## src/textured_quad_u_pattern_splitter_unit_macros.svh

```systemverilog
// Assertion helpers used by the top-level RTL file.
`ifndef TEXTURED_QUAD_U_PATTERN_SPLITTER_UNIT_MACROS_SVH
`define TEXTURED_QUAD_U_PATTERN_SPLITTER_UNIT_MACROS_SVH
`ifndef ASSERT_OFF
`define TQUS_ASSERT_IMP(lbl, clk, rstn, ante, cons) \
  lbl: assert property (@(posedge clk) disable iff (!rstn) (ante) |-> (cons)) \
    else $error("tqus assertion failed");
`define TQUS_ASSERT_NXT(lbl, clk, rstn, ante, cons) \
  lbl: assert property (@(posedge clk) disable iff (!rstn) (ante) |=> (cons)) \
    else $error("tqus assertion failed");
`else
`define TQUS_ASSERT_IMP(lbl, clk, rstn, ante, cons)
`define TQUS_ASSERT_NXT(lbl, clk, rstn, ante, cons)
`endif
`endif

```

## src/tqus_pkg.sv

```systemverilog
`default_nettype none
package tqus_pkg;
  localparam int MaxPieces = 64;
  localparam int CntW      = $clog2(MaxPieces);
  localparam int NumLanes  = 8;
  localparam int QuoW      = 25;
  localparam int DivCntW   = $clog2(QuoW);
  localparam int MidW      = 9;
  localparam int One       = 65536;

  typedef logic signed [23:0] coord_t;
  typedef logic [23:0]        frac_t;
  typedef logic [16:0]        tex_t;
  typedef logic signed [25:0] wide_t;

  typedef struct packed {
    frac_t n0;
    frac_t n1;
    tex_t  ul;
    tex_t  ur;
    logic  last;
  } piece_t;

  typedef struct packed {
    logic   valid;
    logic   swap;
    frac_t  d;
    piece_t piece;
  } seq_out_t;

  typedef struct packed {
    coord_t p;
    coord_t q;
    frac_t  n;
    frac_t  d;
  } lane_req_t;
endpackage
`default_nettype wire

```

## src/tqus_seq.sv

```systemverilog
`default_nettype none
// Piece sequencer: walks the pieces of one quad and hands out cut fractions.
module tqus_seq (
  input  wire logic             clk_i,
  input  wire logic             rst_ni,
  input  wire tqus_pkg::coord_t u_start_i,
  input  wire tqus_pkg::coord_t u_end_i,
  input  wire logic             wrap_clamp_i,
  input  wire logic             start_i,
  input  wire logic             adv_i,
  output tqus_pkg::seq_out_t    seq_o
);
  localparam tqus_pkg::wide_t WOne = tqus_pkg::wide_t'(tqus_pkg::One);

  typedef enum logic [3:0] {
    SqIdle, SqPrep, SqSingle, SqRStart, SqRMid, SqREnd, SqCLo, SqCMid, SqCHi
  } seq_state_e;

  // stage 1
  tqus_pkg::wide_t a1_q, b1_q;
  logic            sw1_q, sg1_q, wr1_q;
  tqus_pkg::tex_t  sl1_q, sr1_q;
  // stage 2
  tqus_pkg::wide_t a2_q, b2_q, d2_q, ce2_q, fl2_q, na2_q, om2_q;
  logic            sw2_q, sg2_q, wr2_q;
  tqus_pkg::tex_t  sl2_q, sr2_q;
  // stage 3
  tqus_pkg::wide_t a_q, b_q, d_q, na_q, om_q, first_q, lastv_q, urs_q;
  logic [tqus_pkg::MidW-1:0] nmid_q;
  logic            sw_q, sg_q, wr_q;
  tqus_pkg::tex_t  sl_q, sr_q;

  seq_state_e                 state_q;
  logic [1:0]                 wait_q;
  logic [tqus_pkg::CntW-1:0]  cnt_q;
  logic [tqus_pkg::MidW-1:0]  j_q;
  tqus_pkg::wide_t            du_q;

  logic            swap;
  tqus_pkg::tex_t  uclamp;
  tqus_pkg::wide_t ua, ub, t_ce, t_urs;
  seq_state_e      first_e, nxt_e;
  logic            is_last;
  tqus_pkg::wide_t n0, n1;
  tqus_pkg::tex_t  ul, ur;

  always_comb begin
    swap = u_end_i < u_start_i;
    ua   = 26'(swap ? u_end_i : u_start_i);
    ub   = 26'(swap ? u_start_i : u_end_i);
    if (u_start_i < 0) begin
      uclamp = '0;
    end else if (26'(u_start_i) > WOne) begin
      uclamp = 17'(tqus_pkg::One);
    end else begin
      uclamp = u_start_i[16:0];
    end
    t_ce  = ((a1_q + WOne - 26'sd1) >>> 16) <<< 16;
    t_urs = b2_q + WOne - ce2_q;
  end

  // Derived range values follow the registers continuously.
  always_ff @(posedge clk_i) begin
    sw1_q <= swap;
    a1_q  <= ua;
    b1_q  <= ub;
    wr1_q <= wrap_clamp_i;
    if (u_start_i == '0 && 26'(u_end_i) == WOne) begin
      sg1_q <= 1'b1;
      sl1_q <= '0;
      sr1_q <= 17'(tqus_pkg::One);
    end else begin
      sg1_q <= (u_start_i == u_end_i);
      sl1_q <= wrap_clamp_i ? uclamp : {1'b0, u_start_i[15:0]};
      sr1_q <= wrap_clamp_i ? uclamp : {1'b0, u_start_i[15:0]};
    end
    a2_q  <= a1_q;
    b2_q  <= b1_q;
    d2_q  <= b1_q - a1_q;
    ce2_q <= t_ce;
    fl2_q <= (b1_q >>> 16) <<< 16;
    na2_q <= -a1_q;
    om2_q <= WOne - a1_q;
    sw2_q <= sw1_q;
    sg2_q <= sg1_q;
    wr2_q <= wr1_q;
    sl2_q <= sl1_q;
    sr2_q <= sr1_q;
    a_q     <= a2_q;
    b_q     <= b2_q;
    d_q     <= d2_q;
    na_q    <= na2_q;
    om_q    <= om2_q;
    first_q <= ce2_q - a2_q;
    lastv_q <= b2_q - fl2_q;
    nmid_q  <= tqus_pkg::MidW'((fl2_q - ce2_q) >>> 16);
    urs_q   <= (t_urs > WOne) ? WOne : t_urs;
    sw_q    <= sw2_q;
    sg_q    <= sg2_q;
    wr_q    <= wr2_q;
    sl_q    <= sl2_q;
    sr_q    <= sr2_q;
  end

  always_comb begin
    if (sg_q) begin
      first_e = SqSingle;
    end else if (wr_q) begin
      first_e = (a_q < 0) ? SqCLo : ((a_q < WOne) ? SqCMid : SqCHi);
    end else begin
      first_e = (first_q != '0) ? SqRStart : ((nmid_q != '0) ? SqRMid : SqREnd);
    end

    case (state_q)
      SqRStart: begin
        if (first_q >= d_q) begin
          nxt_e = SqIdle;
        end else if (nmid_q != '0) begin
          nxt_e = SqRMid;
        end else begin
          nxt_e = (lastv_q != '0) ? SqREnd : SqIdle;
        end
      end
      SqRMid: begin
        if (j_q + 1'b1 == nmid_q) begin
          nxt_e = (lastv_q != '0) ? SqREnd : SqIdle;
        end else begin
          nxt_e = SqRMid;
        end
      end
      SqCLo:   nxt_e = (na_q >= d_q) ? SqIdle : SqCMid;
      SqCMid:  nxt_e = (om_q < d_q) ? SqCHi : SqIdle;
      default: nxt_e = SqIdle;
    endcase
    is_last = (nxt_e == SqIdle) ||
              (cnt_q == tqus_pkg::CntW'(tqus_pkg::MaxPieces - 1));

    n0 = '0;
    n1 = d_q;
    ul = '0;
    ur = 17'(tqus_pkg::One);
    case (state_q)
      SqSingle: begin
        n1 = 26'sd1;
        ul = sl_q;
        ur = sr_q;
      end
      SqRStart: begin
        n1 = (first_q < d_q) ? first_q : d_q;
        ul = 17'(WOne - first_q);
        ur = urs_q[16:0];
      end
      SqRMid: begin
        n0 = du_q;
        n1 = du_q + WOne;
      end
      SqREnd: begin
        n0 = d_q - lastv_q;
        ur = lastv_q[16:0];
      end
      SqCLo: begin
        n1 = (na_q < d_q) ? na_q : d_q;
        ur = '0;
      end
      SqCMid: begin
        n0 = (a_q < 0) ? na_q : '0;
        n1 = (om_q < d_q) ? om_q : d_q;
        ul = (a_q < 0) ? '0 : a_q[16:0];
        ur = (b_q > WOne) ? 17'(tqus_pkg::One) : b_q[16:0];
      end
      SqCHi: begin
        n0 = (om_q > 0) ? om_q : '0;
        ul = 17'(tqus_pkg::One);
      end
      default: begin
        n0 = '0;
      end
    endcase
  end

  always_ff @(posedge clk_i or negedge rst_ni) begin
    if (!rst_ni) begin
      state_q <= SqIdle;
      wait_q  <= '0;
      cnt_q   <= '0;
      j_q     <= '0;
      du_q    <= '0;
    end else begin
      unique case (state_q)
        SqIdle: begin
          if (start_i) begin
            state_q <= SqPrep;
            wait_q  <= '0;
          end
        end
        SqPrep: begin
          // let the range pipeline settle on freshly written registers
          wait_q <= wait_q + 1'b1;
          if (wait_q == 2'd3) begin
            state_q <= first_e;
            cnt_q   <= '0;
            j_q     <= '0;
            du_q    <= first_q;
          end
        end
        default: begin
          if (adv_i) begin
            cnt_q   <= cnt_q + 1'b1;
            state_q <= is_last ? SqIdle : nxt_e;
            if (state_q == SqRMid) begin
              j_q  <= j_q + 1'b1;
              du_q <= du_q + WOne;
            end
          end
        end
      endcase
    end
  end

  always_comb begin
    seq_o.valid      = (state_q != SqIdle) && (state_q != SqPrep);
    seq_o.swap       = sg_q ? 1'b0 : sw_q;
    seq_o.d          = sg_q ? 24'd1 : d_q[23:0];
    seq_o.piece.n0   = n0[23:0];
    seq_o.piece.n1   = n1[23:0];
    seq_o.piece.ul   = ul;
    seq_o.piece.ur   = ur;
    seq_o.piece.last = is_last;
  end
endmodule
`default_nettype wire
```

## config.mk

```make
export PLATFORM = sky130hd
export DESIGN_NAME = tqus_seq
export DESIGN_NICKNAME = d
export VERILOG_FILES = /design/src/textured_quad_u_pattern_splitter_unit_macros.svh /design/src/tqus_pkg.sv /design/src/tqus_seq.sv
export SDC_FILE = /design/constraint.sdc
export NUM_CORES = 1
export LEC_CHECK = 0
export ABC_AREA = 1
export CAP_MARGIN = 15
export CORE_UTILIZATION = 45
export CTS_CLUSTER_SIZE = 24
export DETAILED_ROUTE_END_ITERATION = 12
export DONT_BUFFER_PORTS = 1
export HOLD_SLACK_MARGIN = 0.15
export SLEW_MARGIN = 10
export SYNTH_ARGS = -nofsm -noshare
export SYNTH_HDL_FRONTEND = slang
export SYNTH_SLANG_ARGS = --single-unit
```

## constraint.sdc

```tcl
create_clock -name clk_i -period 2.8 [get_ports clk_i]
set_clock_uncertainty 0.05 [all_clocks]
set_input_delay 0.28 -clock clk_i [delete_from_list [all_inputs] [get_ports clk_i]]
set_output_delay 0.28 -clock clk_i [all_outputs]
set_load 0.05 [all_outputs]
```

==> impl_metrics.toml, run 1 <==
[logic_synthesis]
synth_cells = 3052
yosysSeqAreaShare_pct = 39.6
syn_area_sq_mm = 0.0225
avgSynthCellArea_sq_um = 7.39
yosysMostFrequentCell = "nand2_1"
synth_ff_type = "dfxtp_1"
synth-seq-cells = 435
synth_warnings = 0
synth_edf_count = 0
synth_top_area_share_pct = 34.6
yosys-top-cells-count = "nand2_1, inv_1, dfxtp_1, nor2_1, nand3_1"
async_flop_share_pct = 10.3
synth_area_leaders = "dfxtp_1, nand2_1, ha_1"
synth_cell_types = 56
synth_top_area_cell = "dfxtp_1"
synthesis.nets = 3288

[placement]
pre_cts_ws_ns = -0.279
gp_congestion = 0.992
dp.cells = 4046
dpl.hpwl_mm = 68.1
portBuffers = 0

[global_route]
track_usage_pct = 33.9
grt_pass1_wl_mm = 129
grt_pass1_vias = 21900
grt_max_degree = 44
overflow = 0
antenna_found_initial = 0

[routing]
post_drt_wl_per_cell_um = 20.9
drt_pass1_iterations = 6
wl_mm = 89.6
drc = 0
ant_nets = 0
drt-vias-per-instance = 5.35
vias = 23000
drt-initial-drc-count = 2126

[outcome]
violations = "negative setup slack"
status = "finished with violations"

[pwr]
combPwrFrac_pct = 63.0
p_sw_share_pct = 47.3
p_int_mw = 22.3
power.density_mw_per_mm2 = 1280
peakVddDrop_v = 0.000731
switchingPower_mw = 20.0
p_seq_share_pct = 22.3
p_leak_nw = 15.8
clkPwrFrac_pct = 14.6

[cells_and_area]
ff_latch_area_sq_mm = 0.00903
nets = 3829
multiInputGateArea_sq_mm = 0.0142
n_fill_cell = 4085
drive_gt1_share_pct = 30.9
layoutNonFillerInstCount = 4295
area_delta_synth_final_pct = 45.9
post-route-util_pct = 66.9

[sta]
setup_viol = 112
relSlewSlack_pct = 53.4
hold_ws_ns = 0.161
rsz0062_at_grt = "true"
fmax_ghz = 0.294
slew_violations = 0
finalHoldViolCount = 0
final.setup.worst_slack_ns = -0.602
finalCritPeriodShare_pct = 122
tns_ns = -29.33
tightestPinTransition_ns = 0.698
finalCriticalPeriod_ns = 3.40

[worst_hold_path]
hold_end = "a1_q[22]$_DFF_P_"
min_path_type = "input pin to register"
holdPathStages = 4
min-delay-start = "u_start_i[22]"

[setup_path]
crit_path_end_kind = "output pin"
reg2reg_slack_ns = -0.10
crit_path_start_kind = "register"
cp.required_ns = 2.47
crit_chain = "inv_2, buf_6, ha_4, a21oi_2, nand3_1, nand2_1, nand3_2, nand2_2, nand4_1, nand2_8, buf_12, nand2_1, nand3_1, nand2_1, nor2_1, nand2_1, buf_12"
slowest_stage = "dfxtp_2"
r2r-end = "urs_q[3]$_SDFF_PN0_"
setup.worst_path.class = "register to output pin"
cpMostUsedCell = "nand2_1"
arrival_ns = 3.07
worstRegToRegCells = 19
max_stage_delay_ns = 0.35
path_max_fanout = 12
r2r_start = "ce2_q[18]$_DFF_P_"

[die]
rows = 81
ios = 162
core-area_sq_mm = 0.0492
dieHeight_um = 226
initial_core_util_pct = 45.9
dieArea_sq_mm = 0.0510
fp.dieW_um = 226

[cts]
tritoncts = "done"
htreeDepth = 2
clk_pin_slew_ns = 0.07
cts.sinks = 435
cts_made_buffers = 46
clk_path_buf_depth = 3
insertion_delay_ns = 0.60
cts_root_buf = "clkbuf_16"

[job]
maxCapViolations = 0
[power groups by stage]
stage	Sequential, mW	Clock (mW)	Combinational [mW]
final	9.44	6.18	26.6
after global routing	9.56	6.53	28.3
after CTS	9.28	6.25	23.9
after detailed placement	9.28	0	20.9
after global placement	9.25	0	20.7
after floorplan	8.77	0	12.3
[area by class of cell]
type	instances	share of cell area [%]
clock buffer	59	3.83
antenna	1	0.00761
multi-input combinational	2090	43.0
sequential	435	27.5
tap	664	2.53
inverter	474	5.59
clock inverter	26	0.860
timing repair buffer	546	16.7
[per-layer routing]
metal / wire (um) / vias up / GRT usage [%] / share of wire [%]
met5: 0 / - / 0 / 0
met4: 3850 / 0 / 12.1 / 4.3
met3: 6050 / 200 / 4.71 / 6.7
met2: 40700 / 990 / 55.1 / 45
met1: 39000 / 10800 / 45.7 / 44
li1: - / 11000 / - / -
[worst max-delay path, delay by kind of cell (launching register included)]
family	cells	cell delay (ns)
and+or+nand+nor	11	1.26
buffers and inverters	4	0.49
DFF	1	0.35
adders and majority gates	1	0.25
AOI/OAI and AO/OA	1	0.12
[metrics by stage]
stage	total power [mW]	cell area [sq um]
after global routing	44.4	32900
after detailed placement	30.1	26800
after floorplan	21.0	22600
after global placement	30.0	26800
after CTS	39.4	31100
final	42.3	32900
[timing repair]
| item | CTS | global route |
|---|---|---|
| hold buffers | 60 | 9 |
| hold endpoints to repair | 125 | 12 |
| resized for setup | 464 | 334 |
| cloned | 5 | 5 |
| buffers inserted | 44 | 47 |
| pin swaps | 108 | 134 |
| endpoints found under the setup margin | 95 | 128 |
[sequential cells by signal, summed over array words and instances (netlist names), 6 cells and up]
name and flops:
a1_q 24, a2_q 23, a_q 23, b1_q 24, b2_q 24, b_q 8, ce2_q 10, cnt_q 6
d2_q 26, d_q 26, du_q 24, first_q 26, j_q 9, lastv_q 16, na2_q 10, na_q 10
nmid_q 9, om2_q 26, om_q 25, sl1_q 17, sr2_q 17, sr_q 17, urs_q 17
[kinds of logic after synthesis]
group / count (synthesis) / share of synthesized area (%)
fa+ha+maj: 183 / 10.5
compound gates: 383 / 9.65
buf+inv: 528 / 8.94
xor+xnor: 108 / 4.20
flops: 435 / 39.6
simple gates: 1415 / 27.1
[placed cells by master, fill, tap and decap left out, types with 15 or more instances in the layout]
cell and count:
a21oi_1 96, a21oi_2 28, buf_12 64, buf_4 351, buf_6 53, clkbuf_16 50, dfrtp_1 44, dfxtp_1 332
dfxtp_2 47, dlygate4sd3_1 57, ha_1 120, ha_4 49, inv_1 387, inv_2 64, inv_4 17, nand2_1 631
nand2_2 78, nand2_4 31, nand3_1 173, nand3_2 41, nand3_4 30, nand4_1 68, nor2_1 204, nor2_2 40
nor2_4 22, nor3_1 29, nor3_2 15, nor4_1 18, o211ai_1 27, o21ai_0 96, o21ai_1 28, o21ai_2 19
xnor2_1 25, xor2_1 80
[worst max-delay path by stage]
stage	start	end	slack, ns	depth (start not counted)
4_1_cts	d_q[5]$_DFF_P_	seq_o[41]	-0.60	18
3_3_place_gp	b2_q[16]$_DFF_P_	urs_q[2]$_SDFF_PN0_	-0.26	19
3_5_place_dp	ce2_q[18]$_DFF_P_	urs_q[4]$_SDFF_PN0_	-0.28	19
2_1_floorplan	first_q[0]$_DFF_P_	seq_o[28]	0.006	8
6_report	d_q[5]$_DFF_P_	seq_o[39]	-0.60	17
5_1_grt	d_q[7]$_DFF_P_	seq_o[47]	-0.73	17
Power figures use the tool's default switching activity.
==> run 2: changes to the inputs <==
Settings changed: SETUP_SLACK_MARGIN set to 0.4.
==> run 2 against run 1 <==
The flow still finishes with violations (negative setup slack). Clock power up 1%. Maximum frequency increased by 0.60%. Flip-flop and latch count unchanged. Critical path depth rose by 2. Critical endpoint is now seq_o[47]. Largest cell class unchanged. Highest routed layer unchanged.
==> impl_metrics.toml, run 2 (synthesis results as in run 1) <==
[setup_path]
cpMostUsedCell = "nand2_2"
slowest_stage = "dfxtp_2"
crit_path_end_kind = "output pin"
max_stage_delay_ns = 0.34
arrival_ns = 3.05
cp.required_ns = 2.47
crit_family = "simple AND/OR/NAND/NOR gates"
crit_chain = "inv_2, buf_4, ha_4, nand2_1, o21ai_1, nand2_2, nand3_2, nand2_2, nand2_2, nand2_4, nand2_8, buf_6, buf_6, nand2_2, nand3_2, nand2_1, inv_2, nand4_1, buf_6"
setup.worst_path.class = "register to output pin"
crit_path_start_kind = "register"
critPathBufInv = 6
path_max_fanout = 6

[routing]
ant_nets = 0
post_drt_wl_per_cell_um = 21.4
drt-initial-drc-count = 1999
vias = 23200
wl_mm = 91.8
drc = 0
drt_pass1_iterations = 5
drt-vias-per-instance = 5.40

[cells_and_area]
nets = 3833
drive_gt1_share_pct = 36.6
n_fill_cell = 3770
layoutNonFillerInstCount = 4297
final_cell_mix = "nand2_1, inv_1, buf_4"
post-route-util_pct = 70.1
final_common_cell = "nand2_1"
area_delta_synth_final_pct = 52.8
final_cell_area_sq_mm = 0.0344
diodes = 0

[global_route]
grt_use_met1_pct = 45.8
met2_usage_pct = 55.6
track_usage_pct = 34.1
grt_max_degree = 58
grt_pass1_vias = 22200
overflow = 0
grt_pass1_wl_mm = 130
busiest_layer = "met2"
grt.met3_usage_pct = 4.59
antenna_found_initial = 0

[sta]
finalCritPeriodShare_pct = 121
finalHoldViolCount = 0
rsz0062_at_grt = "true"
tns_ns = -29.03
finalCriticalPeriod_ns = 3.38
hold_ws_ns = 0.145
final.setup.worst_slack_ns = -0.582
tightestPinTransition_ns = 0.746
setup_viol = 93
relSlewSlack_pct = 49.8
fmax_ghz = 0.296
slew_violations = 0

[die]
rows = 81
fp.dieW_um = 226
initial_core_util_pct = 45.9
core-area_sq_mm = 0.0492
ios = 162
dieArea_sq_mm = 0.0510
dieHeight_um = 226

[placement]
portBuffers = 0
dp.cells = 4022
dpl.hpwl_mm = 69.1
placed_cell_area_sq_mm = 0.0274
pre_cts_ws_ns = -0.245
gp_congestion = 0.988

[cts]
htreeDepth = 2
tritoncts = "done"
cts_made_buffers = 45
insertion_delay_ns = 0.60
clk_pin_slew_ns = 0.07
cts.sinks = 435
cts_root_buf = "clkbuf_16"
clk_path_buf_depth = 3

[pwr]
power.density_mw_per_mm2 = 1280
power_mw = 43.9
p_leak_nw = 16.1
peakVddDrop_v = 0.000673

[outcome]
status = "finished with violations"
violations = "negative setup slack"

[job]
maxCapViolations = 0

[worst_hold_path]
min_path_type = "input pin to register"
[run 2: repair_timing]
| item | in CTS | in global routing |
|---|---|---|
| endpoints found under the hold margin | 122 | 8 |
| setup endpoints to repair | 119 | 200 |
| pin swaps | 128 | 173 |
| gates cloned | 4 | 6 |
| resized for setup | 514 | 427 |
| buffers inserted | 62 | 59 |
| hold buffers | 55 | 6 |
[run 2: power breakdown]
part | switching [mW] | internal, mW
registers | 1.49 | 8.03
clock network | 2.72 | 3.52
logic | 16.6 | 11.5
[run 2: final cells by class]
type,instances,area [sq um],share of cell area (%)
multi-input cells,2089,15200,44.2
flip-flops and latches,435,9100,26.4
repair buffers,552,5850,17.0
inverters,474,1890,5.48
clock buffers,61,1300,3.77
well taps,664,831,2.41
clock inverters,22,268,0.777
[run 2: tightest hold or removal path: cells and delay by family]
family | cells | cell delay [ns]
compound gates | 1 | 0.08
buf+inv | 2 | 0.32
simple gates | 1 | 0.06
[run 2: path summary, 6_finish.rpt]
check                                       start                  end  slack (ns)  cells past startpoint
worst max-delay path               d_q[5]$_DFF_P_            seq_o[47]       -0.58                     19
worst min-delay path                u_start_i[22]     a1_q[22]$_DFF_P_        0.15                      4
worst max register to register   b2_q[22]$_DFF_P_  urs_q[5]$_SDFF_PN0_       -0.05                     17
worst min register to register  om2_q[18]$_DFF_P_     om_q[18]$_DFF_P_        0.24                      0
max in group asynchronous                  rst_ni   j_q[3]$_DFFE_PN0P_        2.17                      3
min in group asynchronous                  rst_ni  du_q[0]$_DFFE_PN0P_        0.22                      3
[run 2: per-layer routing]
layer / wire length (um) / share of wire [%] / up-vias
met2: 42400 / 46 / 1023
li1: - / - / 11000
met3: 6180 / 6.7 / 197
met4: 3870 / 4.2 / 0
met1: 39400 / 43 / 11000
met5: 0 / 0 / -
==> run 3: changes to the inputs <==
Settings changed: CORE_MARGIN set to 3, REMOVE_ABC_BUFFERS set to 1, SETUP_SLACK_MARGIN 0.4 to not set.
==> run 3 against run 2 <==
The run still ends with negative setup slack left. Register-to-register slack worse by 0.05 ns. Clock-buffer cell count up 3. Critical path depth down 5. Combinational power down 2%. Flip-flop and latch count unchanged. Setup slack worse by 0.12 ns. Largest cell class unchanged. Highest routed layer is now met5.
==> impl_metrics.toml, run 3 (synthesis results as in run 1) <==
[outcome]
status = "finished with violations"
violations = "negative setup slack"

[sta]
finalCritPeriodShare_pct = 125
slew_violations = 0
relSlewSlack_pct = 46.4
tns_ns = -26.83
rsz0062_at_grt = "true"
finalHoldViolCount = 0
tightestPinTransition_ns = 0.803
final.setup.worst_slack_ns = -0.701
fmax_ghz = 0.286
finalCriticalPeriod_ns = 3.50
setup_viol = 92

[cts]
cts.sinks = 435
clk_path_buf_depth = 3
tritoncts = "done"
htreeDepth = 2
clk_pin_slew_ns = 0.06
cts_root_buf = "clkbuf_16"
cts_made_buffers = 47
insertion_delay_ns = 0.58

[global_route]
grt_pass1_wl_mm = 131
overflow = 0
grt_max_degree = 44
grt_pass1_vias = 22500
antenna_found_initial = 2
track_usage_pct = 32.3

[cells_and_area]
n_fill_cell = 4028
drive_gt1_share_pct = 32.8
area_delta_synth_final_pct = 49.6
final_cell_mix = "nand2_1, inv_1, buf_4"
final_common_cell = "nand2_1"
nets = 3881

[die]
rows = 81
fp.dieW_um = 230
dieArea_sq_mm = 0.0528
ios = 162
initial_core_util_pct = 45.8
core-area_sq_mm = 0.0493
dieHeight_um = 230

[routing]
drt_pass1_iterations = 6
drc = 0
vias = 23300
post_drt_wl_per_cell_um = 21.0
drt-vias-per-instance = 5.35
wl_mm = 91.3
ant_nets = 0
drt-initial-drc-count = 1744

[pwr]
peakVddDrop_v = 0.000665
p_leak_nw = 16.3
power.density_mw_per_mm2 = 1290

[setup_path]
worstRegToRegCells = 20
r2r_start = "ce2_q[18]$_DFF_P_"
r2r-end = "urs_q[6]$_SDFF_PN0_"
endpoint = "seq_o[56]"
path_max_fanout = 6
cp.required_ns = 2.47
crit_path_end_kind = "output pin"
setup.worst_path.class = "register to output pin"
arrival_ns = 3.17
crit_path_start_kind = "register"
reg2reg_slack_ns = -0.10
startpoint = "d_q[25]$_DFF_P_"

[placement]
pre_cts_ws_ns = -0.321
dpl.hpwl_mm = 69.4
gp_congestion = 0.980
portBuffers = 0

[job]
maxCapViolations = 0

[worst_hold_path]
min_path_type = "input pin to register"
holdPathStages = 3
min-delay-start = "u_start_i[22]"
[run 3: changes by cell type in the layout (fill, tap and decap cells not counted), moves of 19 or more]
cell | previous run | this run
buf_4 | 326 | 368
dfxtp_1 | 305 | 340
inv_1 | 369 | 400
nand2_1 | 595 | 620
dfxtp_2 | 61 | 38
inv_2 | 68 | 47
ha_1 | 108 | 127
nand2_2 | 100 | 81
[run 3: routing by layer]
layer | global-route usage, % | wire length [um] | vias to the layer above
met5 | 0 | 13 | -
met2 | 52.9 | 41800 | 916
met1 | 43.2 | 38800 | 11000
met3 | 4.51 | 5930 | 255
li1 | - | - | 11100
met4 | 12.6 | 4750 | 2
[run 3: how the worst min path moves through the flow]
stage,end,slack (ns)
6_report,b1_q[22]$_DFF_P_,0.14
5_1_grt,b1_q[22]$_DFF_P_,0.16
4_1_cts,sl1_q[16]$_SDFF_PP0_,0.18
3_5_place_dp,du_q[4]$_DFFE_PN0P_,-0.06
3_3_place_gp,du_q[4]$_DFFE_PN0P_,-0.06
2_1_floorplan,cnt_q[0]$_DFFE_PN0P_,-0.07
[run 3: area by class of cell]
cell class | count | area [sq um] | share of cell area, %
inverter | 474 | 1850 | 5.50
clock buffer | 64 | 1390 | 4.13
tap | 664 | 831 | 2.46
multi-input combinational | 2089 | 14300 | 42.3
timing repair buffer | 598 | 6090 | 18.0
sequential | 435 | 9030 | 26.8
antenna | 2 | 5.00 | 0.0148
clock inverter | 22 | 254 | 0.753
[run 3: timing repair]
action / 4_1_cts / 5_1_grt
hold buffers: 55 / 2
gates cloned: 3 / 9
gates resized for setup: 405 / 470
buffers inserted: 50 / 81
endpoints found under the hold margin: 123 / 2
setup endpoints to repair: 98 / 126
pin swaps: 107 / 212
[run 3: power breakdown]
group          internal [mW]  switching, mW  total [mW]
Clock                   3.89           2.68        6.58
Combinational           11.4           16.1        27.5
Sequential              7.99           1.35        9.34
Total                   23.3           20.1        43.4
[run 3: critical path: stages, from the launching register on]
cell      delay [ns]
dfxtp_2         0.34
clkinv_4        0.09
ha_4            0.30
nand4_1         0.13
inv_2           0.08
nand4_1         0.18
nor2_2          0.20
nand2_2         0.08
nand4_1         0.22
nand2_4         0.17
o21ai_4         0.26
buf_6           0.19
o21ai_1         0.08
nand2_1         0.11
buf_12          0.15
[run 3: metrics by stage]
step | hold WS, ns | std cells | power (mW) | utilization [%] | area, sq um
floorplan | -0.0656 | 2998 | 20.7 | - | 22300
global placement | -0.0640 | 4078 | 30.0 | 54.9 | 27000
detailed placement | -0.0638 | 4078 | 30.3 | 54.9 | 27000
CTS | 0.178 | 4268 | 39.5 | 63.6 | 31300
global route | 0.159 | 4346 | 45.6 | 68.5 | 33700
finish | 0.142 | 4348 | 43.4 | 68.5 | 33700
